--- config.mk ---
export PLATFORM = sky130hd
export DESIGN_NAME = rwng_mul
export DESIGN_NICKNAME = d
export VERILOG_FILES = /design/src/hdl/rwng_pkg.sv /design/src/hdl/rwng_mul.sv
export SDC_FILE = /design/constraint.sdc
export NUM_CORES = 2
export LEC_CHECK = 0
export BUFFER_PORTS_ARGS = -buffer_cell sky130_fd_sc_hd__buf_2
export CORE_MARGIN = 1.5
export CORE_UTILIZATION = 41
export CTS_BUF_LIST = sky130_fd_sc_hd__clkbuf_4 sky130_fd_sc_hd__clkbuf_8
export CTS_CLUSTER_DIAMETER = 120
export DETAILED_ROUTE_END_ITERATION = 10
export RECOVER_POWER = 100
export SYNTH_ARGS = -nofsm -noshare
export SYNTH_HDL_FRONTEND = slang
export SYNTH_SLANG_ARGS = --single-unit
--- constraint.sdc ---
create_clock -name clk -period 15 [get_ports clk]
set_input_delay 3 -clock clk [delete_from_list [all_inputs] [get_ports clk]]
set_output_delay 3 -clock clk [all_outputs]
set_load 0.05 [all_outputs]
--- src/hdl/rwng_pkg.sv ---
// ----------------------------------------------------------------------------
// rwng_pkg
// Shared constants and types for the random walk noise generator.
// ----------------------------------------------------------------------------
package rwng_pkg;

    localparam int INSTANCES = 32;
    localparam int INST_W    = (INSTANCES > 1) ? $clog2(INSTANCES) : 1;

    localparam logic [31:0] LCG_MUL      = 32'd1664525;
    localparam logic [31:0] LCG_ADD      = 32'd1013904223;
    localparam logic [31:0] TWO_PI_Q29   = 32'd3373259426;
    localparam logic [18:0] DEFAULT_RATE = 19'd44100;
    localparam logic [30:0] ONE_Q30      = 31'h4000_0000;
    localparam logic [30:0] EXP_K6       = 31'd213044;

    // Horner coefficients of exp(-u), highest order first, then the constant term
    localparam logic [30:0] HORNER_K [7] = '{
        31'd1491308, 31'd8947849, 31'd44739243, 31'd178956971,
        31'd536870912, 31'd1073741824, 31'd1073741824
    };

    typedef enum logic [1:0] {
        MODE_WHITE = 2'd0,
        MODE_LOWPASS = 2'd1,
        MODE_SCALED_WALK = 2'd2,
        MODE_SIGN_WALK = 2'd3
    } mode_t;

    typedef struct packed {
        logic [31:0]        key;
        logic [31:0]        lcg;
        logic signed [31:0] walk;
        logic signed [31:0] filt;
    } entry_t;

    typedef enum logic [4:0] {
        ST_IDLE, ST_LOAD, ST_LCG,
        ST_POLE_MUL, ST_POLE_DIV, ST_POLE_WAIT,
        ST_HORNER_MUL, ST_HORNER_ADD, ST_SQ_MUL, ST_SQ_ADD,
        ST_INC_DIV, ST_INC_WAIT, ST_JIT_DIV, ST_JIT_WAIT,
        ST_CU_DIV, ST_CU_WAIT, ST_CD_DIV, ST_CD_WAIT,
        ST_WALK, ST_WALK_ADD,
        ST_MIX_MUL, ST_MIX_ACC, ST_MIX_ADD,
        ST_LP_MUL, ST_LP_ACC, ST_LP_ADD,
        ST_FIN_MUL, ST_FIN_ADD
    } state_t;

endpackage

--- src/hdl/rwng_mul.sv ---
// ----------------------------------------------------------------------------
// rwng_mul
// Shared signed 33x33 multiplier with registered product.
// ----------------------------------------------------------------------------
module rwng_mul
    import rwng_pkg::*;
(
    input  logic               clk,
    input  logic signed [32:0] a,
    input  logic signed [32:0] b,
    output logic signed [65:0] prod
);

    logic signed [65:0] prod_reg;

    always_ff @(posedge clk)
    begin
        prod_reg <= a * b;
    end

    assign prod = prod_reg;

endmodule

# == After elaboration in Yosys (flattened, before gate mapping) ==
# Index checks and enable logic that the tools add are counted.
# classes
multipliers,1
# ops
cell,count
multiplier 33 x 33 -> 66 bit,1
# word_totals
out_inout_bits,66
ff_bits,66
input_bits,67
word_cells,2

# == Logic depth before layout (Yosys ltp) ==
# depth
word_depth,1
depth_mapped,27

# == Worst setup path after synthesis ==
# No wires, ideal clock.
# synth_timing
path_kind,input port to flip-flop
from,in a[32]
to,reg prod_reg[62] (netlist: prod[62])
stages,23
t_arrival_ps,10157
n_path_buf,2
slack_ps,4764
path_cell_list,clkbuf_1 nand2_1 inv_1 fa_1 fa_1 fa_1 fa_1 fa_1 fa_1 fa_1 inv_1 fa_1 inv_1 ha_1 clkbuf_1 and3_1 nand3_1 nand2b_1 a2111oi_4 a211oi_4 a21o_2 a21o_1 a211oi_2
# synth_between
elab_chain_len,1
# synth_rtl
element,line,text
"start, declared",rwng_mul.sv:9,"input logic signed [32:0] a,"
multiplier 33 x 33 -> 66 bit,rwng_mul.sv:18,prod_reg <= a * b;
"end signal, assigned",rwng_mul.sv:18,
"end, declared",rwng_mul.sv:14,logic signed [65:0] prod_reg;
# No other way between the ends.

# == Final worst setup path ==
# layout_timing
from,in a[0]
to,reg prod_reg[60] (netlist: prod[60])
# Same word-level chain as after synthesis.

==> results.toml <==
[grt]
grt_pass1_vias = 30781
grt_max_degree = 34
globalRoute.totalOverflow = 0
grtUsageTotal_pct = 23.08
grt_antenna_before_repair = 9
grt_first_pass_wirelength_mm = 179.3

[setup_path]
crit_arrival_ps = 13520
critPathMaxStageDelay_ps = 1620
path_max_fanout = 31
crit_slowest_cell = "a221oi_1"
path_common_cell = "fa_1"
cp-start-kind = "input pin"
end_kind = "flip-flop"
critPathKind = "in -> reg"
required_ps = 15390
cp_cell_sequence = "clkbuf_1 > clkbuf_1 > nand2_1 > fa_1 > inv_1 > fa_1 > inv_1 > fa_1 > fa_1 > inv_1 > ha_1 > ha_1 > fa_1 > fa_1 > ha_1 > and3_1 > and2_0 > a221oi_1 > o211ai_1 > o311ai_4 > nand3_1 > a31oi_1 > xnor2_1"

[layout]
largest_reg_flops = 66
fillers = 9796
stdcell_count = 5590
final_nets = 5719
layout-drive-gt1-share_pct = 3.050
syn_to_final_growth_pct = 4.039

[timing]
worst_slack_ps = 1875
relSlewSlack_pct = -37.36
drv_slew = 42
final.period_utilization_pct = 87.50
period_needed_ps = 13120
setup_tns_ps = 0
worstMarginPinSlew_ps = 2060
setup_viol = 0
rsz0062_at_grt = "no"
final-hold-violation-count = 0
fmax_ghz = 0.07619

[detailed_routing]
ant_nets = 0
remaining_drc_errors = 0
met3_length_mm = 6.291
first_pass_iters = 6
wl_met1_mm = 43.83
top_layer_used = "met5"
route.detailed.wl_per_inst_um = 19.60
vias = 27930
met2_length_mm = 55.60
routed_wl_mm = 109.6
vias_per_cell = 4.996
drt_iter0_drc = 1480

[synthesis]
synth_seq_area_share_pct = 3.244
ys_ff_latch = 66
syn-cell-area_um2 = 40730
ys.flop_type = "dfxtp_1"
synthArstFlopShare_pct = 0
avgSynthCellArea_um2 = 9.390
synth-edff-count = 0
syn_nets = 5767
yosysWarnings = 0
synth_cells = 4338
yosysUniqueCellTypes = 80

[cts]
clk_pin_slew_ps = 100
cts_tree = "built"
cts_setup_buffers = 0
htree_levels = 3
clock-sinks = 66
cts_inserted_buffers = 9
cts_hold_buf = 0
cts_resized = 0
clock_path_buffers = 2
cts_root_buf = "clkbuf_8"

[floorplan]
num_rows = 115
die_h_um = 318.2
die_area_um2 = 101300
die_x_um = 318.2
start_util_pct = 41.39
num_io_pins = 133
coreArea_um2 = 98420

[placed_design]
numPortBuffers = 132
dp_hpwl_mm = 90.33
dp_cells = 5566
gp_congestion = 0.9355
dp_slack_ps = 3494

[hold_path]
min_from = "b[0]"
min_to = "prod[0]"
whs_path_depth = 3
worstHoldPathType = "in -> reg"

[flow_run]
maxCapViolations = 3

[outcome]
violations = "capacitance limit, slew limit"
status = "complete, but fails checks"
## kinds of logic (layout without fill, tap and decap cells)
logic type / Yosys count / in the layout / share of synthesized area (%)
AO/OA/AOI/OAI: 219 / 219 / 4.067
other: 0 / 8 / 0
flip-flops: 66 / 66 / 3.244
buffers and inverters: 1352 / 1309 / 12.51
AND/OR/NAND/NOR: 1271 / 1271 / 15.78
adder cells (fa/ha/maj): 1362 / 1362 / 62.94
XOR/XNOR: 68 / 68 / 1.462
## cells in the final DEF (no fill, tap or decap), types with 5 or more instances in the layout
cell      Yosys  routed
o31ai_1       2       6
a21o_1       36      36
dfxtp_1      66      66
o21bai_1     11      11
buf_4         0      29
buf_2        11      65
and2_1      562     559
and4_1        5       5
a21oi_1      57      58
nand4_1      11      11
nand3_1      25      26
ha_1        217     217
nor3_1        7       7
a31oi_1       8       9
fa_1       1145    1145
diode_2       0       8
xor2_1       25      25
inv_1      1131    1131
o211ai_1      4       5
and3_1        5       6
a211oi_1      7       9
a211o_1       6       6
nand2_1     551     551
clkbuf_1    208      68
nor2b_1       5       5
o21ai_0      25      30
clkbuf_8      0       9
xnor2_1      43      43
nor2_1       68      68
nand2b_1     12      12
o21a_1        6       6
## synthesized netlist by cell type (8+ instances only)
cell	count	area (um2)
inv_1	1131	4245
nand2_1	551	2068
nand3_1	25	125.1
buf_2	11	55.05
nand4_1	11	68.82
dfxtp_1	66	1321
a21oi_1	57	285.3
a21o_1	36	270.3
a31oi_1	8	50.05
fa_1	1145	22920
xor2_1	25	219.0
clkbuf_1	208	780.8
o21ai_0	25	125.1
nand2b_1	12	75.07
xnor2_1	43	376.6
nor2_1	68	255.2
ha_1	217	2715
and2_1	562	3516
o21bai_1	11	82.58
## layer usage
| layer | vias to the layer above | GRT usage (%) |
|---|---|---|
| li1 | 12234 | - |
| met1 | 14793 | 29.86 |
| met2 | 746 | 39.49 |
| met5 | - | 0 |
| met3 | 151 | 3.606 |
| met4 | 6 | 7.666 |
## metrics by stage
step / instance area [um2] / hold WS (ps) / utilization (%)
after global placement: 42380 / 3470 / 43.06
after CTS: 42570 / 3031 / 43.26
after detailed placement: 42380 / 3467 / 43.06
after floorplan: 40730 / 3127 / -
final: 42380 / 3077 / 43.06
after global routing: 42370 / 3079 / 43.05
## layout make-up
cell class                      instances  area (um2)  area share, %
Antenna cell                            8       20.02        0.04724
Sequential cell                        66        1321          3.118
Tap cell                             1287        1610          3.800
Timing Repair Buffer                  162       798.3          1.884
Clock inverter                          5       55.05         0.1299
Clock buffer                           11       138.9         0.3277
Multi-Input combinational cell       2920       34190          80.68
Inverter                             1131        4245          10.02
## how the worst max path moves through the flow
stage | cells past startpoint | start | to | slack, ps
CTS | 22 | b[6] | prod[64] | 4030
finish | 23 | a[0] | prod[60] | 1880
global route | 23 | a[0] | prod[60] | 1880
detailed placement | 22 | b[6] | prod[64] | 3490
global placement | 22 | b[6] | prod[64] | 3490
floorplan | 23 | a[32] | prod[62] | 4760
## critical path: cells and delay by family
family                     cells  cell delay, ps
buffers and inverters          5            1830
and+or+nand+nor                4            1190
AOI/OAI and AO/OA              4            3580
xor gates and xnor gates       1             170
adders and majority gates      9            3710
Power is left out: the tool's default activity adds up to more than one toggle a clock period on the data nets, which glitch-free logic cannot reach.
