**src/hdl/rwng_pkg.sv**
```systemverilog
// ----------------------------------------------------------------------------
// rwng_pkg
// Shared constants and types for the random walk noise generator.
// ----------------------------------------------------------------------------
package rwng_pkg;

    localparam int INSTANCES = 32;
    localparam int INST_W    = (INSTANCES > 1) ? $clog2(INSTANCES) : 1;

    localparam logic [31:0] LCG_MUL      = 32'd1664525;
    localparam logic [31:0] LCG_ADD      = 32'd1013904223;
    localparam logic [31:0] TWO_PI_Q29   = 32'd3373259426;
    localparam logic [18:0] DEFAULT_RATE = 19'd44100;
    localparam logic [30:0] ONE_Q30      = 31'h4000_0000;
    localparam logic [30:0] EXP_K6       = 31'd213044;

    // Horner coefficients of exp(-u), highest order first, then the constant term
    localparam logic [30:0] HORNER_K [7] = '{
        31'd1491308, 31'd8947849, 31'd44739243, 31'd178956971,
        31'd536870912, 31'd1073741824, 31'd1073741824
    };

    typedef enum logic [1:0] {
        MODE_WHITE = 2'd0,
        MODE_LOWPASS = 2'd1,
        MODE_SCALED_WALK = 2'd2,
        MODE_SIGN_WALK = 2'd3
    } mode_t;

    typedef struct packed {
        logic [31:0]        key;
        logic [31:0]        lcg;
        logic signed [31:0] walk;
        logic signed [31:0] filt;
    } entry_t;

    typedef enum logic [4:0] {
        ST_IDLE, ST_LOAD, ST_LCG,
        ST_POLE_MUL, ST_POLE_DIV, ST_POLE_WAIT,
        ST_HORNER_MUL, ST_HORNER_ADD, ST_SQ_MUL, ST_SQ_ADD,
        ST_INC_DIV, ST_INC_WAIT, ST_JIT_DIV, ST_JIT_WAIT,
        ST_CU_DIV, ST_CU_WAIT, ST_CD_DIV, ST_CD_WAIT,
        ST_WALK, ST_WALK_ADD,
        ST_MIX_MUL, ST_MIX_ACC, ST_MIX_ADD,
        ST_LP_MUL, ST_LP_ACC, ST_LP_ADD,
        ST_FIN_MUL, ST_FIN_ADD
    } state_t;

endpackage

```
**src/hdl/rwng_state_mem.sv**
```systemverilog
// ----------------------------------------------------------------------------
// rwng_state_mem
// Per-instance state memory, one read and one write port, registered read.
// ----------------------------------------------------------------------------
module rwng_state_mem
    import rwng_pkg::*;
(
    input  logic              clk,
    input  logic              rst_n,
    input  logic              rd_en,
    input  logic [INST_W-1:0] rd_addr,
    output entry_t            rd_data,
    output logic              rd_seeded,
    input  logic              wr_en,
    input  logic [INST_W-1:0] wr_addr,
    input  entry_t            wr_data
);

    entry_t                 mem [INSTANCES];
    entry_t                 rd_data_reg;
    logic                   rd_seeded_reg;
    logic [INSTANCES-1:0]   seeded_reg;

    always_ff @(posedge clk)
    begin
        if (wr_en)
        begin
            mem[wr_addr] <= wr_data;
        end
        if (rd_en)
        begin
            rd_data_reg <= mem[rd_addr];
        end
    end

    always_ff @(posedge clk or negedge rst_n)
    begin
        if (!rst_n)
        begin
            seeded_reg    <= '0;
            rd_seeded_reg <= 1'b0;
        end
        else
        begin
            if (wr_en)
            begin
                seeded_reg[wr_addr] <= 1'b1;
            end
            if (rd_en)
            begin
                rd_seeded_reg <= seeded_reg[rd_addr];
            end
        end
    end

    assign rd_data   = rd_data_reg;
    assign rd_seeded = rd_seeded_reg;

endmodule

```
**config.mk**
```make
export PLATFORM = sky130hd
export DESIGN_NAME = rwng_state_mem
export DESIGN_NICKNAME = d
export VERILOG_FILES = /design/src/hdl/rwng_pkg.sv /design/src/hdl/rwng_state_mem.sv
export SDC_FILE = /design/constraint.sdc
export NUM_CORES = 2
export LEC_CHECK = 0
export CAP_MARGIN = 20
export CORE_UTILIZATION = 50
export CTS_CLUSTER_SIZE = 10
export DETAILED_ROUTE_END_ITERATION = 8
export DONT_BUFFER_PORTS = 1
export PLACE_DENSITY = 0.62
export RECOVER_POWER = 25
export SETUP_SLACK_MARGIN = 0.5
export SLEW_MARGIN = 20
export SYNTH_ARGS = -nofsm -noshare
export SYNTH_HDL_FRONTEND = slang
export SYNTH_SLANG_ARGS = --single-unit
```
**constraint.sdc**
```tcl
create_clock -name clk -period 4.3 [get_ports clk]
set_clock_uncertainty 0.2 [all_clocks]
set_input_delay 0.215 -clock clk [delete_from_list [all_inputs] [get_ports clk]]
set_output_delay 0.215 -clock clk [all_outputs]
set_load 0.02 [all_outputs]
```
### Yosys cells after proc, flatten, opt, wreduce, memory -nomap -nowiden

Memories as Yosys holds them, arrays and structs flattened. A register that Yosys moved wholly into a read port is not among the register bits.
Index checks and enable logic that the tools add are counted.

| operators by class | value |
|---|---|
| bitwise operators | 1 |
| reduce and logical (&&, ||, !) cells | 1 |
| $lt $le $gt $ge | 3 |
| mux-type cells | 6 |

Operator list:

| operator | count |
|---|---|
| $or 32x32->32 | 1 |
| $lt 5x6->1 const B | 2 |
| $bmux 1 s5 | 1 |
| $demux 1 s5 | 1 |
| $ge 5x1->1 const B | 1 |
| $mux 1 | 4 |
| $logic_and 1x1->1 | 1 |

| storage, ports and cells | value |
|---|---|
| logic and storage cells | 14 |
| bits in registers | 33 |
| memories | 1 |
| memory bits (writable) | 4096 |

Memories:

| memory | words | bits a word | rd ports | clocked after Yosys merged registers in | wr ports | RTL line | source |
|---|---|---|---|---|---|---|---|
| mem | 32 | 128 | 1 | 1 | 1 | rwng_state_mem.sv:19 | `entry_t mem [INSTANCES];` |

### Longest topological paths before layout

| depth | value |
|---|---|
| depth after elaboration | 5 |
| mapped depth | 9 |

### Least setup slack after synthesis

Ideal clock, no wire load.

| timing | value |
|---|---|
| kind | input to register |
| from | in wr_addr[0] |
| to | mem mem[12][0] in the netlist's numbering, enable pin |
| stages on the path | 3 |
| setup time | 618 ps |
| path buffers | 1 |
| required time | 3482 ps |
| path slack | -2733 ps |
| data arrival time | 6215 ps |
| cells stage by stage | or3b_2 -> clkbuf_1 -> nor2_1 |

RTL lines:

| element | RTL line | source |
|---|---|---|
| start: declaration | rwng_state_mem.sv:15 | `input logic [INST_W-1:0] wr_addr,` |
| end: declaration | rwng_state_mem.sv:19 |  |

No word-level cell before the write port.

==> flow_summary.toml <==
[detailed_routing]
drc = 0
routed_wl_mm = 405
ant_nets = 0
avgViaCountPerCell = 6.50
drt-pass1-iter-count = 5
routed_wire_length_per_instance_um = 36.6
drt_first_iter_violations = 9547
dr_total_vias = 71994

[layout]
nFillCells = 22217
multi_input_comb_area_um2 = 31200
layout.area.seq_um2 = 128000
post_route_cells_drive_above_1_share_pct = 31.3
largest_register_ff_count = 4096
nNetsFinal = 6911
flow.area_growth_from_synthesis_pct = 14.3

[sta]
timing.final.max_slew_violations = 90
period_needed_ns = 3.64
grt_setup_unrepaired = "false"
fin_crit_sh_pct = 84.8
slew_headroom_pct = -66.9
achievable-frequency_ghz = 0.274
fin_worst_hold_slack_ns = 0.0705
setup_viol = 0
worstMarginPinSlew_ns = 2.50
final_hold_viols = 0

[worst_setup_path]
cp.arrival_ns = 4.16
critical_path.max_stage_delay_ns = 0.55
critPathSlowestCell = "dlygate4sd3_1"
cp_common_cell = "buf_16"
critical_path_cell_sequence = "buf_16 > buf_16 > buf_16 > buf_16 > mux4_2 > mux4_2 > mux2_2 > dlygate4sd3_1"
worstSetupStartpointType = "input pin"
worstRegToRegCells = 5
required_ns = 4.81
crit_fanout = 124
setup.worst_path.class = "in -> reg"
timing.critical_path.to_type = "flop"

[logic_synthesis]
postSynthRegisterBits = 4257
syn-cell-area_um2 = 160000
most_frequently_used_cell_type_in_the_post_synthesis_netlist = "edfxtp_1"
synth.area.top_cells = "edfxtp_1 (79%), mux4_2 (18%), mux2_2 (0.96%), dfrtp_1 (0.52%), clkbuf_1 (0.43%)"
total_nets_after_synthesis = 6243
yosys.area.top_type_share_pct = 79.3
synth.yosys.warnings = 0
async_flop_share_pct = 0.775
ys_seq_area_share_pct = 79.8
synth_area_per_cell_um2 = 26.2
synth_top_area_cell = "edfxtp_1"
post_synth_most_frequent_cells = "edfxtp_1 (4224), mux4_2 (1270), clkbuf_1 (185), mux2_2 (137), buf_2 (61)"
ys_dominant_reg_cell = "edfxtp_1"
syn_inst = 6101
count_of_flip_flops_with_a_built_in_enable_after_synthesis = 4224
yosys.cell_types.count = 31

[die]
core_area_um2 = 318000
ioPinCount = 271
die_span_y_um = 568
effective_utilization_at_floorplan_pct = 50.3
rows = 207
die_area_um2 = 322000
fp.dieW_um = 568

[clock_network]
post_cts.resized_instances = 0
cts_tree = "yes"
clkSlewWorstSetupHoldPaths_ns = 0.05
clock_sinks = 4257
clkLatencyLatePin_ns = 0.98
cts_max_path_buffers = 4
cts_root_buf = "clkbuf_16"
cts-buffers-inserted = 471
cts_max_level = 5

[grt]
first_global_vias = 74251
grt.total_usage_pct = 25.1
initial_antenna_violation_count = 31
grt_start_max_net_pins = 881
globalRouteOverflowTotal = 0
global_route_wire_length_before_repair_mm = 565

[worst_hold_path]
hold-path-cell-count = 1
min-delay-path-class = "in -> reg"

[place]
placement.io_buffers = 0
dp.final_hpwl_mm = 178
gp_routability_congestion = 0.722

[status]
status = "finished with violations"
violations = "capacitance limit, slew limit"

[pwr]
power_uw = 85800
p_leak_uw = 0.0564
power_density_nw_per_um2 = 469
max-vdd-ir-drop_uv = 389

[run]
max-cap-violations = 3
cells by family (layout without fill, tap and decap cells):
group	Yosys count	in the layout	share of synthesized area, %
compound gates	21	21	0.106
buf+inv	307	1082	0.852
flops	4257	4257	79.8
mux	1429	1429	19.0
other cells	0	13	0
simple gates	87	87	0.292
metal layers:
layer	track usage, %	vias up	share of wire [%]	wire, um
li1	-	27960	-	-
met1	36.5	40096	41	165000
met2	39.0	3384	48	194000
met3	6.23	534	9.3	37800
met4	5.36	20	2.0	7920
met5	0	-	0.033	133
final cells by class:
| type | instances | share of cell area [%] |
|---|---|---|
| Clock inverter | 36 | 0.266 |
| Sequential cell | 4257 | 69.8 |
| Timing Repair Buffer | 501 | 3.30 |
| Tap cell | 4180 | 2.86 |
| Clock buffer | 544 | 6.70 |
| Antenna cell | 13 | 0.0178 |
| Multi-Input combinational cell | 1537 | 17.1 |
| Inverter | 1 | 0.00205 |
cells in the final DEF, fill, tap and decap left out, types with 5 or more instances in the layout:
cell type and count:
edfxtp_1 4224, mux4_2 1270, clkbuf_16 484, dlygate4sd3_1 250
mux2_2 137, buf_12 110, clkbuf_1 107, buf_4 74
dfrtp_1 33, nor2_4 32, or2_1 30, mux2i_1 22
buf_16 17, clkinv_1 14, diode_2 13, o22ai_1 8
a221o_1 8, clkinv_16 7, nand3b_1 5
worst max-delay path: cells and delay by family:
kind                   cells  cell delay (ns)
buffers and inverters      5             2.20
muxes                      3             1.20
power breakdown:
part / internal (uW) / total [uW] / switching, uW
clock network: 19800 / 34900 / 15100
registers: 46400 / 46900 / 443
logic: 1970 / 4080 / 2110
total: 68200 / 85800 / 17600
repair_timing:
| action | CTS | global route |
|---|---|---|
| endpoints found under the hold margin | 5965 | 1316 |
| hold buffers | 258 | 43 |
| endpoints found under the setup margin | 0 | 37 |
| setup buffers | 0 | 0 |
metrics by stage:
step / cells / area (um^2) / setup TNS (ns) / util (%) / worst slack, ns
6_report: 11069 / 183000 / 0 / 57.5 / 0.656
5_1_grt: 11063 / 183000 / 0 / 57.5 / 0.503
4_1_cts: 10996 / 182000 / 0 / 57.3 / 0.997
3_5_place_dp: 10158 / 167000 / 0 / 52.4 / 1.14
3_3_place_gp: 10158 / 167000 / 0 / 52.4 / 1.15
2_1_floorplan: 6101 / 160000 / -1765.39 / - / -0.640
final timing paths:
| path | start | endpoint | slack (ns) |
|---|---|---|---|
| worst max-delay path | rd_addr[1] | rd_data[81] | 0.66 |
| worst min-delay path | wr_data[69] | mem[10][69] | 0.07 |
| worst max register to register | mem[27][25] | rd_data[25] | 1.12 |
| worst min register to register | seeded_reg[1] | seeded_reg[1] | 0.26 |
| max in group asynchronous | rst_n | seeded_reg[31] | 1.90 |
| min in group asynchronous | rst_n | seeded_reg[0] | 0.96 |
Power figures use the tool's default switching activity.
