## config.mk

```make
export PLATFORM = sky130hd
export DESIGN_NAME = rwng_div
export DESIGN_NICKNAME = d
export VERILOG_FILES = /design/src/hdl/rwng_pkg.sv /design/src/hdl/rwng_div.sv
export SDC_FILE = /design/constraint.sdc
export NUM_CORES = 1
export LEC_CHECK = 0
export ABC_AREA = 1
export BUFFER_PORTS_ARGS = -buffer_cell sky130_fd_sc_hd__buf_2
export CORE_MARGIN = 2
export CORE_UTILIZATION = 35
export DETAILED_ROUTE_END_ITERATION = 8
export SETUP_SLACK_MARGIN = 0.2
export SKIP_CTS_REPAIR_TIMING = 1
export SLEW_MARGIN = 20
export SYNTH_ARGS = -nofsm -noshare
export SYNTH_HDL_FRONTEND = slang
export SYNTH_SLANG_ARGS = --single-unit
```

## constraint.sdc

```tcl
create_clock -name clk -period 6.05 [get_ports clk]
set_input_delay 1.5125 -clock clk [delete_from_list [all_inputs] [get_ports clk]]
set_output_delay 1.5125 -clock clk [all_outputs]
set_load 0.02 [all_outputs]
```

## src/hdl/rwng_pkg.sv

```systemverilog
// ----------------------------------------------------------------------------
// rwng_pkg
// Shared constants and types for the random walk noise generator.
// ----------------------------------------------------------------------------
package rwng_pkg;

    localparam int INSTANCES = 32;
    localparam int INST_W    = (INSTANCES > 1) ? $clog2(INSTANCES) : 1;

    localparam logic [31:0] LCG_MUL      = 32'd1664525;
    localparam logic [31:0] LCG_ADD      = 32'd1013904223;
    localparam logic [31:0] TWO_PI_Q29   = 32'd3373259426;
    localparam logic [18:0] DEFAULT_RATE = 19'd44100;
    localparam logic [30:0] ONE_Q30      = 31'h4000_0000;
    localparam logic [30:0] EXP_K6       = 31'd213044;

    // Horner coefficients of exp(-u), highest order first, then the constant term
    localparam logic [30:0] HORNER_K [7] = '{
        31'd1491308, 31'd8947849, 31'd44739243, 31'd178956971,
        31'd536870912, 31'd1073741824, 31'd1073741824
    };

    typedef enum logic [1:0] {
        MODE_WHITE = 2'd0,
        MODE_LOWPASS = 2'd1,
        MODE_SCALED_WALK = 2'd2,
        MODE_SIGN_WALK = 2'd3
    } mode_t;

    typedef struct packed {
        logic [31:0]        key;
        logic [31:0]        lcg;
        logic signed [31:0] walk;
        logic signed [31:0] filt;
    } entry_t;

    typedef enum logic [4:0] {
        ST_IDLE, ST_LOAD, ST_LCG,
        ST_POLE_MUL, ST_POLE_DIV, ST_POLE_WAIT,
        ST_HORNER_MUL, ST_HORNER_ADD, ST_SQ_MUL, ST_SQ_ADD,
        ST_INC_DIV, ST_INC_WAIT, ST_JIT_DIV, ST_JIT_WAIT,
        ST_CU_DIV, ST_CU_WAIT, ST_CD_DIV, ST_CD_WAIT,
        ST_WALK, ST_WALK_ADD,
        ST_MIX_MUL, ST_MIX_ACC, ST_MIX_ADD,
        ST_LP_MUL, ST_LP_ACC, ST_LP_ADD,
        ST_FIN_MUL, ST_FIN_ADD
    } state_t;

endpackage

```

## src/hdl/rwng_div.sv

```systemverilog
// ----------------------------------------------------------------------------
// rwng_div
// Restoring divider, one quotient bit per cycle, 32-bit quotient.
// ----------------------------------------------------------------------------
module rwng_div
    import rwng_pkg::*;
(
    input  logic        clk,
    input  logic        rst_n,
    input  logic        start,
    input  logic [71:0] dividend,
    input  logic [39:0] divisor,
    output logic        done,
    output logic [31:0] quotient
);

    logic [39:0] rem_reg, rem_next;
    logic [31:0] dvd_reg, dvd_next;
    logic [39:0] den_reg, den_next;
    logic [31:0] q_reg, q_next;
    logic [5:0]  cnt_reg, cnt_next;
    logic        busy_reg, busy_next;
    logic        done_reg, done_next;
    logic [40:0] trial;
    logic        ge;

    // upper dividend bits are below the divisor, so the quotient fits 32 bits
    always_comb
    begin
        trial     = {rem_reg, dvd_reg[31]};
        ge        = trial >= {1'b0, den_reg};
        rem_next  = rem_reg;
        dvd_next  = dvd_reg;
        den_next  = den_reg;
        q_next    = q_reg;
        cnt_next  = cnt_reg;
        busy_next = busy_reg;
        done_next = 1'b0;
        if (start)
        begin
            rem_next  = dividend[71:32];
            dvd_next  = dividend[31:0];
            den_next  = divisor;
            cnt_next  = 6'd32;
            busy_next = 1'b1;
        end
        else if (busy_reg)
        begin
            rem_next = ge ? 40'(trial - {1'b0, den_reg}) : trial[39:0];
            dvd_next = {dvd_reg[30:0], 1'b0};
            q_next   = {q_reg[30:0], ge};
            cnt_next = cnt_reg - 6'd1;
            if (cnt_reg == 6'd1)
            begin
                busy_next = 1'b0;
                done_next = 1'b1;
            end
        end
    end

    always_ff @(posedge clk)
    begin
        rem_reg <= rem_next;
        dvd_reg <= dvd_next;
        den_reg <= den_next;
        q_reg   <= q_next;
    end

    always_ff @(posedge clk or negedge rst_n)
    begin
        if (!rst_n)
        begin
            cnt_reg  <= '0;
            busy_reg <= 1'b0;
            done_reg <= 1'b0;
        end
        else
        begin
            cnt_reg  <= cnt_next;
            busy_reg <= busy_next;
            done_reg <= done_next;
        end
    end

    assign done     = done_reg;
    assign quotient = q_reg;

endmodule

```

# After elaboration in Yosys (flattened, before gate mapping)
# Index checks and enable logic that the tools add are counted.
dict set report totals {
  register_bits 152
  in_bits 115
  output_inout_bits 33
}
dict set report op_classes {
  add_sub_neg 2
  magnitude_cmp 1
  eq_ne 1
  n_mux 13
  bitwise_logic 1
  n_reduce_logical 2
}
# cell count
set op_table {}
lappend op_table {{$mux 40} 3}
lappend op_table {{$mux 32} 2}
lappend op_table {{$ge 41x40->1} 1}
lappend op_table {{$sub 40x40->40} 1}
lappend op_table {{$mux 6} 2}
lappend op_table {{$eq 6x1->1 const B} 1}
lappend op_table {{$mux 1} 6}
lappend op_table {{$sub 6x1->6 const B} 1}
lappend op_table {{$reduce_and 2->1} 1}
lappend op_table {{$reduce_bool 2->1} 1}
lappend op_table {{$not 1->1} 1}

# Depth between registers and ports, before layout
# Gate-level depths: netlist (run 1).
dict set report logic_depth {
  word_depth 4
  ltp_mapped 17
  depth_no_buf 17
}

# Least setup slack after synthesis (run 1)
# Ideal clock, no wire load.
dict set report synth_path {
  kind {input to register}
  start {input port start}
  end {register dvd_reg[0] (enable)}
  setup_time_ns 0.427
  arrival_ns 2.965
  t_required_ns 5.623
  path_slack_ns 2.657
  path_stages 2
  n_path_buf 0
  path_cell_list {nor2_1 -> inv_1}
}
dict set report synth_between {
  elab_chain_len 1
}
# item line
set synth_rtl {}
lappend synth_rtl {{from (decl)} rwng_div.sv:10} ;# input logic start,
lappend synth_rtl {{$reduce_bool 2->1 (no source line)} n/a}
lappend synth_rtl {{to (signal assigned)} rwng_div.sv:64} ;# dvd_reg <= dvd_next;
lappend synth_rtl {{to (decl)} rwng_div.sv:18} ;# logic [31:0] dvd_reg, dvd_next;
# No other way between the ends.
# A chain may end at the register's enable or synchronous reset.

# Worst setup path in the final report (run 1)
dict set report layout_path {
  start {register rem_reg[31]}
  end {register rem_reg[2] (data pin)}
}
dict set report layout_between {
  elab_chain_len 4
}
# item line
set layout_rtl {}
lappend layout_rtl {{from (decl)} rwng_div.sv:17} ;# logic [39:0] rem_reg, rem_next;
lappend layout_rtl {{from (signal assigned)} rwng_div.sv:63} ;# rem_reg <= rem_next;
lappend layout_rtl {{$ge 41x40->1} rwng_div.sv:31} ;# ge = trial >= {1'b0, den_reg};
lappend layout_rtl {{$mux 40} rwng_div.sv:49} ;# rem_next = ge ? 40'(trial - {1'b0, den_reg}) : trial[39:0];
lappend layout_rtl {{$mux 40} rwng_div.sv:47} ;# else if (busy_reg)
lappend layout_rtl {{$mux 40} rwng_div.sv:39} ;# if (start)
lappend layout_rtl {{via rem_next[2]} rwng_div.sv:17}
# The timed path passes the listed nets, and every way through them passes these cells. The select of a mux whose other input is x is not followed.

==> summary.txt, run 1 <==
Run status
  • Outcome: completed

Power and ir drop
  • Pleak: 5.76 nW
  • Pwr dens: 450 nW/um2
  • VDD IR max: 0.196 mV

Setup path
  • Slowest CP cell: nor2_2
  • Crit start category: register
  • Crit Path Max Fanout: 41
  • Critical path buffer and inverter count: 2
  • Worst EP arrival: 3710 ps
  • Largest stage delay on the critical path: 760 ps
  • Top delay family on crit path: simple AND/OR/NAND/NOR gates
  • Kind of critical path: register to register
  • CP Capture Type: register
  • WP data required: 6350 ps
  • Critical-path cell list: ha_1, a21oi_1, o21ai_0, inv_1, a21oi_1, nor2_2, buf_4, nand2_4, o21ai_0, nand3_1, nand2_1

Floorplan
  • Die area: 28600 um2
  • I/O pin cnt: 148
  • Core area: 26900 um2
  • Initial core utilization: 35.5%
  • Row cnt: 60
  • Die W: 169 um
  • Height of the die: 169 um

Synthesis
  • FF+latch count, synth: 152
  • Sequential cell area fraction in the yosys report: 47.4%
  • Synth Cell Area: 9550 um2
  • Ys Warns: 0
  • Distinct cells, synth: 39
  • Main synth FF type: edfxtp_1
  • Synth Area per Inst: 7.70 um2
  • Synth Instances: 1241
  • Syn_nets: 1399
  • Async SR Flop Fraction: 5.26%
  • EDFF count, synth: 144

STA
  • Rel. slew slack: 30.9%
  • Final Setup Violations: 0
  • RSZ-0062 raised after global routing: no
  • F_max: 0.294 GHz
  • Post-route minimum period: 3410 ps
  • Slew Limit Fails: 0
  • Worst-margin pin slew: 1030 ps
  • Final period util: 56.3%
  • Hold Violations, Final: 0
  • Clk_skew: 16.3 ps
  • Final setup margin: 2640 ps
  • Total negative slack: 0 ps

Final layout
  • Register area: 4520 um2
  • Ant diodes: 0
  • Layout Nets: 1542
  • Multi-input gate area: 4110 um2
  • Share of layout cells above drive strength 1: 14.4%
  • Fillers: 2830
  • Area grow syn2layout: 17.2%

Detailed routing
  • Via density: 4.57
  • 1st-iter DRT viols: 479
  • DR vias: 7942
  • DRC viols: 0
  • Total Wirelength: 24.3 mm
  • Routed len/inst: 14.0 um
  • Drt first pass iters: 5
  • DRT antenna net count: 0

CTS
  • H-tree depth: 4
  • CTS tree: built
  • Cts bufs inserted: 17
  • Sink Count: 152
  • Clk root buf: clkbuf_16
  • Maximum buffer depth of the clock tree: 2
  • CTS clk-pin slew, worst paths: 70 ps
  • Clock Latency Late Sink: 440 ps

Min path
  • Hold crit path type: register to register

Global routing
  • Vias in the first global route: 7787
  • All-layer global routing usage: 17.5%
  • First-pass GRT wire length: 39.4 mm
  • Initial antenna violation count: 0
  • GRT overflow: 0
  • Pin count of the biggest net entering global routing: 78

Place
  • Post-DP HPWL: 18.3 mm
  • Gpl congestion: 0.888
  • Port-buffer cells: 147
  • Setup WS pre-CTS: 2280 ps

Job
  • Max Cap Viol: 0
## per-layer routing
| layer | vias to the layer above | routed length (um) | track usage (%) |
|---|---|---|---|
| met5 | - | 0 | 0 |
| li1 | 4186 | - | - |
| met2 | 159 | 11000 | 28.1 |
| met3 | 18 | 1000 | 2.92 |
| met4 | 0 | 345 | 5.05 |
| met1 | 3579 | 12000 | 24.3 |
## area by class of cell
type,count,area share (%)
multi-input cells,854,36.7
well taps,341,3.81
repair buffers,152,6.93
clock buffers,18,3.83
inverters,207,6.94
clock inverters,14,1.37
flip-flops and latches,152,40.4
## layout by cell type (no fill, tap or decap), types with 2 or more instances in the layout
cell type   netlist  layout
nand2_1         520     520
inv_1           198     196
buf_2             6     146
edfxtp_1        144     144
nand3_1          81      81
nor2_1           75      74
ha_1             42      42
nand3b_1         37      37
a21oi_1          29      29
xnor2_1          20      20
clkbuf_16         0      17
o21ai_0          13      13
dfrtp_1           8       8
clkinv_1          7       7
buf_4             2       6
nor3_1            5       5
and2_1            5       5
inv_8             0       5
inv_2             2       4
nor2_2            3       3
nand4_1           3       3
inv_6             0       3
clkinv_4          0       3
nand3_2           2       2
nand2_2           2       2
nor2_4            1       2
o21bai_1          2       2
a21o_1            2       2
clkinvlp_4        0       2
## cell families after synthesis
kind of cell | synth area share (%)
AO/OA/AOI/OAI | 2.99
XOR/XNOR | 1.93
adder cells (fa/ha/maj) | 5.71
buffers and inverters | 9.71
flip-flops | 47.4
AND/OR/NAND/NOR | 32.3
## worst paths after layout
kind	start	to	slack, ps	cells past startpoint
setup reg to reg	rem_reg[31]	rem_reg[2]	2640	11
hold reg to reg	quotient[1]	quotient[2]	440	0
setup / recovery	rem_reg[31]	rem_reg[2]	2640	11
hold / removal	quotient[1]	quotient[2]	440	0
max in group asynchronous	rst_n	cnt_reg[5]	4950	1
min in group asynchronous	rst_n	done	910	1
## cells in the mapped netlist (7+ instances only)
library cell / number / area (um2)
dfrtp_1: 8 / 200
nand2_1: 520 / 1950
ha_1: 42 / 526
nor2_1: 75 / 282
edfxtp_1: 144 / 4320
o21ai_0: 13 / 65.1
clkinv_1: 7 / 26.3
nand3_1: 81 / 405
inv_1: 198 / 743
a21oi_1: 29 / 145
clkbuf_1: 10 / 37.5
nand3b_1: 37 / 278
xnor2_1: 20 / 175
## per-stage QoR
step / total power, mW / std cells / hold WS (ps) / cell area (um2) / utilization [%]
after floorplan: 3.39 / 1241 / 449 / 9550 / -
after global placement: 3.96 / 1706 / 426 / 10600 / 39.5
after detailed placement: 3.98 / 1706 / 430 / 10600 / 39.5
after CTS: 5.08 / 1738 / 440 / 11200 / 41.7
after global routing: 5.49 / 1738 / 456 / 11200 / 41.7
final: 5.04 / 1738 / 439 / 11200 / 41.7
## power by group
part / total (mW) / internal [mW] / switching (mW)
registers: 1.53 / 1.42 / 0.106
clock network: 1.08 / 0.586 / 0.491
logic: 2.44 / 0.873 / 1.56
total: 5.04 / 2.88 / 2.16
No activity file was read; power rests on OpenSTA's default activity.
==> run 2, diff against run 1 <==
- ABC_AREA: 1 -> 0
- clock period: 6.05 -> 3.17 ns (I/O delays scaled with it)
==> summary.txt, run 2 <==
Synthesis
  • Top cell type's share of synthesized area: 49.2%
  • Synth Area per Inst: 10.8 um2
  • Ys Warns: 0
  • Top cells by count, synth: 144 x edfxtp_1, 62 x nand2_1, 59 x nor2_1, 58 x a21oi_1, 55 x inv_1
  • Synth Instances: 815
  • Sequential cell area fraction in the yosys report: 51.5%
  • Most frequent cell after synthesis: edfxtp_1
  • Distinct cells, synth: 71
  • FF+latch count, synth: 152
  • EDFF count, synth: 144
  • Synth Cell Area: 8790 um2
  • Area leader, netlist: edfxtp_1
  • Syn_nets: 973
  • Async SR Flop Fraction: 5.26%
  • Main area contributors after synthesis: edfxtp_1 49%, ha_1 6.0%, mux2_2 4.0%, a21oi_1 3.3%, nand2_1 2.6%
  • Main synth FF type: edfxtp_1

Power and ir drop
  • Internal power: 6.49 mW
  • Pleak: 4.69 nW
  • Clock Power Share: 19.3%
  • Pwr dens: 945 nW/um2
  • Logic pwr share: 52.7%
  • Seq pwr share: 28.0%
  • VDD IR max: 0.382 mV
  • Switching Fraction: 40.7%
  • Sw power: 4.46 mW

CTS
  • CTS tree: built
  • Maximum buffer depth of the clock tree: 2
  • Clock Latency Late Sink: 430 ps
  • Cts bufs inserted: 17
  • H-tree depth: 4
  • Sink Count: 152
  • Clk root buf: clkbuf_16
  • CTS clk-pin slew, worst paths: 70 ps

Final layout
  • Area grow syn2layout: 32.0%
  • Ant diodes: 0
  • Fin cells: 1361
  • Share of layout cells above drive strength 1: 36.1%
  • Layout Nets: 1182
  • Layout Utilization: 47.4%
  • Commonest non-fill, non-tap cell in the layout: buf_2
  • Most frequent cells in the layout: 146 x buf_2, 144 x edfxtp_1, 73 x buf_4

STA
  • Rel. slew slack: 56.7%
  • F_max: 0.299 GHz
  • Slew Limit Fails: 0
  • Clk_skew: 13.4 ps
  • Post-route minimum period: 3340 ps
  • Final period util: 105%
  • RSZ-0062 raised after global routing: yes
  • Final Setup Violations: 22
  • Hold Violations, Final: 0
  • Worst-margin pin slew: 642 ps
  • Final setup margin: -173 ps

Floorplan
  • Row cnt: 57
  • Die area: 26400 um2
  • Core area: 24500 um2
  • Die W: 162 um
  • Initial core utilization: 35.9%
  • I/O pin cnt: 148
  • Height of the die: 162 um

Detailed routing
  • Routed len/inst: 17.7 um
  • DR vias: 7231
  • Total Wirelength: 24.0 mm
  • Via density: 5.31
  • DRC viols: 0
  • Drt first pass iters: 5
  • DRT antenna net count: 0
  • 1st-iter DRT viols: 575

Setup path
  • Crit start category: register
  • WP data required: 3340 ps
  • Kind of critical path: register to register
  • Crit Path Max Fanout: 2
  • Worst EP arrival: 3520 ps
  • CP Capture Type: register

Place
  • Setup WS pre-CTS: -138 ps
  • Gpl congestion: 0.925
  • Port-buffer cells: 147
  • Placed Cells: 1304
  • Post-DP HPWL: 16.7 mm

Global routing
  • Pin count of the biggest net entering global routing: 73
  • First-pass GRT wire length: 36.6 mm
  • Vias in the first global route: 6790
  • All-layer global routing usage: 17.8%
  • GRT overflow: 0
  • Initial antenna violation count: 1

Job
  • Max Cap Viol: 0

Min path
  • Hold crit path type: primary input to async pin

Run status
  • Failing checks: negative setup slack
  • Outcome: complete, but fails checks
## run 2: cell type report
class,count,area [um2]
fill,2300,12900
sequential,152,4520
multi-input combinational,555,4260
timing repair buffer,241,1590
clock buffer,17,425
tap,324,405
inverter,57,218
clock inverter,15,178
## run 2: cell families after synthesis
| logic type | share of synthesized area [%] |
|---|---|
| DFF | 51.5 |
| buffers and inverters | 4.91 |
| and+or+nand+nor | 12.5 |
| muxes | 4.31 |
| xor gates and xnor gates | 3.29 |
| AOI/OAI and AO/OA | 17.3 |
| adders and majority gates | 6.21 |
## run 2: worst paths after layout
check / from / to / slack [ps] / cells past startpoint
max in group asynchronous: rst_n / cnt_reg[0] / 2810 / 1
setup / recovery: dvd_reg[31] / rem_reg[36] / -170 / 12
min in group clk: quotient[1] / quotient[2] / 450 / 0
hold reg to reg: quotient[1] / quotient[2] / 450 / 0
setup reg to reg: dvd_reg[31] / rem_reg[36] / -170 / 12
hold / removal: rst_n / cnt_reg[4] / 200 / 1
## run 2: critical path, stage by stage, from the launching register on
cell and delay [ps]:
edfxtp_1 380, inv_2 90, ha_4 130, inv_2 40
fa_2 350, a21o_1 180, a221o_1 390, a2111oi_4 370
a211oi_2 180, o41ai_2 400, o31a_1 210, xnor2_1 80
a221o_1 280
## run 2: power by group through the flow
stage / logic, mW / clock network (mW) / registers (mW)
2_1_floorplan: 3.37 / 0 / 3.05
3_3_place_gp: 4.93 / 0 / 3.06
3_5_place_dp: 4.96 / 0 / 3.06
4_1_cts: 4.99 / 2.19 / 3.04
5_1_grt: 6.25 / 2.27 / 3.12
6_report: 5.77 / 2.12 / 3.06
## run 2: through the flow
| step | TNS, ps | hold slack, ps | total power [mW] | instance area, um2 |
|---|---|---|---|---|
| 5_1_grt | -3180 | 187 | 11.6 | 11600 |
| 4_1_cts | -262 | 184 | 10.2 | 10900 |
| 2_1_floorplan | 0 | 484 | 6.42 | 8790 |
| 3_5_place_dp | -234 | 434 | 8.02 | 10300 |
| 6_report | -793 | 199 | 11.0 | 11600 |
| 3_3_place_gp | -73.6 | 424 | 7.99 | 10300 |
## run 2: per-layer routing
layer	up-vias	track usage, %	share of wire, %
met1	3480	25.1	48
met2	228	27.7	46
met4	2	4.30	1.3
li1	3501	-	-
met5	-	0	0.046
met3	20	4.13	5.4
==> run 3, diff against run 2 <==
- CORE_UTILIZATION: 35 -> 50
- CTS_CLUSTER_DIAMETER: not set -> 200
- PLACE_DENSITY: not set -> 0.72
- clock period: 3.17 -> 4.28 ns (I/O delays scaled with it)
==> summary.txt, run 3 (same netlist as run 2, synthesis figures left out) <==
Place
  • Setup WS pre-CTS: 644 ps
  • Cell Area, Placed: 9700 um2
  • Gpl congestion: 0.901
  • Placed Cells: 1147
  • Post-DP HPWL: 15.0 mm
  • Port-buffer cells: 147

Detailed routing
  • DR vias: 6969
  • Routed len/inst: 18.3 um
  • DRC viols: 0
  • Via density: 5.91
  • Drt first pass iters: 5
  • 1st-iter DRT viols: 636
  • DRT antenna net count: 0
  • Total Wirelength: 21.5 mm

STA
  • Slew Limit Fails: 0
  • Rel. slew slack: 34.3%
  • Worst-margin pin slew: 974 ps
  • Final period util: 87.8%
  • Total negative slack: 0 ps
  • Final hold slack: 450 ps
  • Clk_skew: 14.8 ps
  • Final Setup Violations: 0
  • Final setup margin: 522 ps
  • Hold Violations, Final: 0
  • F_max: 0.266 GHz
  • RSZ-0062 raised after global routing: no
  • Post-route minimum period: 3760 ps

Final layout
  • Area grow syn2layout: 17.3%
  • Ant diodes: 0
  • Share of layout cells above drive strength 1: 25.8%
  • Most frequent cells in the layout: 146 x buf_2, 144 x edfxtp_1, 62 x nand2_1
  • Post-route cell area: 10300 um2
  • Layout Utilization: 59.8%
  • Fin cells: 1179
  • Commonest non-fill, non-tap cell in the layout: buf_2
  • Layout Nets: 1099

Min path
  • Sink of the worst hold path: quotient[21]
  • Hold crit path type: register to register
  • Hold path startpoint: quotient[20]
  • Min-Delay Path Depth: 0

CTS
  • CTS clk-pin slew, worst paths: 70 ps
  • Clk root buf: clkbuf_16
  • Cts bufs inserted: 17
  • H-tree depth: 4
  • Sink Count: 152
  • CTS tree: built
  • Clock Latency Late Sink: 440 ps
  • Maximum buffer depth of the clock tree: 2

Setup path
  • R2R Path End: rem_reg[0]
  • WP data required: 4460 ps
  • Worst reg2reg setup slack: 520 ps
  • Critical-path cell list: ha_1, o211ai_1, a21oi_1, o41ai_2, o211a_2, o32ai_2, o21ai_2, buf_4, a21oi_1, o31a_1
  • Crit-path most repeated cell: a21oi_1
  • Kind of critical path: register to register
  • Largest stage delay on the critical path: 580 ps
  • Top delay family on crit path: compound AO/OA/AOI/OAI gates
  • Crit start category: register
  • Crit Path Max Fanout: 18
  • Worst EP arrival: 3940 ps
  • Slowest CP cell: o41ai_2
  • Reg2reg path depth: 10
  • Critical path buffer and inverter count: 1
  • R2r startpoint: rem_reg[1]
  • CP Capture Type: register

Job
  • Max Cap Viol: 0

Power and ir drop
  • VDD IR max: 0.393 mV
  • Pwr dens: 691 nW/um2
  • Pleak: 4.16 nW
  • Pwr Total: 7.12 mW

Floorplan
  • Row cnt: 48
  • Height of the die: 137 um
  • Die area: 18600 um2
  • Core area: 17200 um2
  • Initial core utilization: 51.0%
  • Die W: 137 um
  • I/O pin cnt: 148

Global routing
  • All-layer global routing usage: 23.4%
  • Vias in the first global route: 6639
  • GRT overflow: 0
  • Initial antenna violation count: 0
  • First-pass GRT wire length: 33.7 mm
  • Pin count of the biggest net entering global routing: 107

Run status
  • Outcome: completed
run 3: cell count changes in the layout (fill, tap and decap cells not counted), sizes merged:
cell    change
inv         -1
buf        -82
clkinv      +3
clkbuf      -1
bufinv      -2
run 3: power breakdown:
part / internal (mW) / leakage, nW / switching, mW
registers: 2.06 / 1.57 / 0.191
logic: 1.29 / 2.30 / 2.07
clock network: 0.789 / 0.288 / 0.716
total: 4.14 / 4.16 / 2.98
run 3: worst reg2reg max path: cells and delay by family, from the launching register on:
| kind | cells | cell delay (ps) |
|---|---|---|
| buffers and inverters | 1 | 370 |
| AO/OA/AOI/OAI | 8 | 2350 |
| adder cells (fa/ha/maj) | 1 | 380 |
| flip-flops | 1 | 390 |
run 3: area by class of cell:
type / instances / area [um2]
Inverter: 57 / 214
Tap cell: 225 / 282
Sequential cell: 152 / 4520
Clock inverter: 15 / 179
Multi-Input combinational cell: 555 / 3840
Clock buffer: 17 / 425
Fill cell: 1445 / 6930
Timing Repair Buffer: 158 / 846
run 3: metal layers:
layer  wire, um  vias to the layer above  global-route usage, %
li1           -                     3328                      -
met1       9580                     3317                   31.7
met2       9980                      284                   37.4
met3       1490                       40                   4.74
met4        461                        0                   8.28
met5          0                        -                      0
run 3: how the worst max path moves through the flow:
stage	startpoint	endpoint	cells after the start
global placement	rem_reg[1]	rem_reg[0]	10
floorplan	start	dvd_reg[0]	4
detailed placement	rem_reg[1]	rem_reg[0]	10
global route	rem_reg[1]	rem_reg[15]	10
CTS	rem_reg[1]	rem_reg[0]	10
finish	rem_reg[1]	rem_reg[0]	10
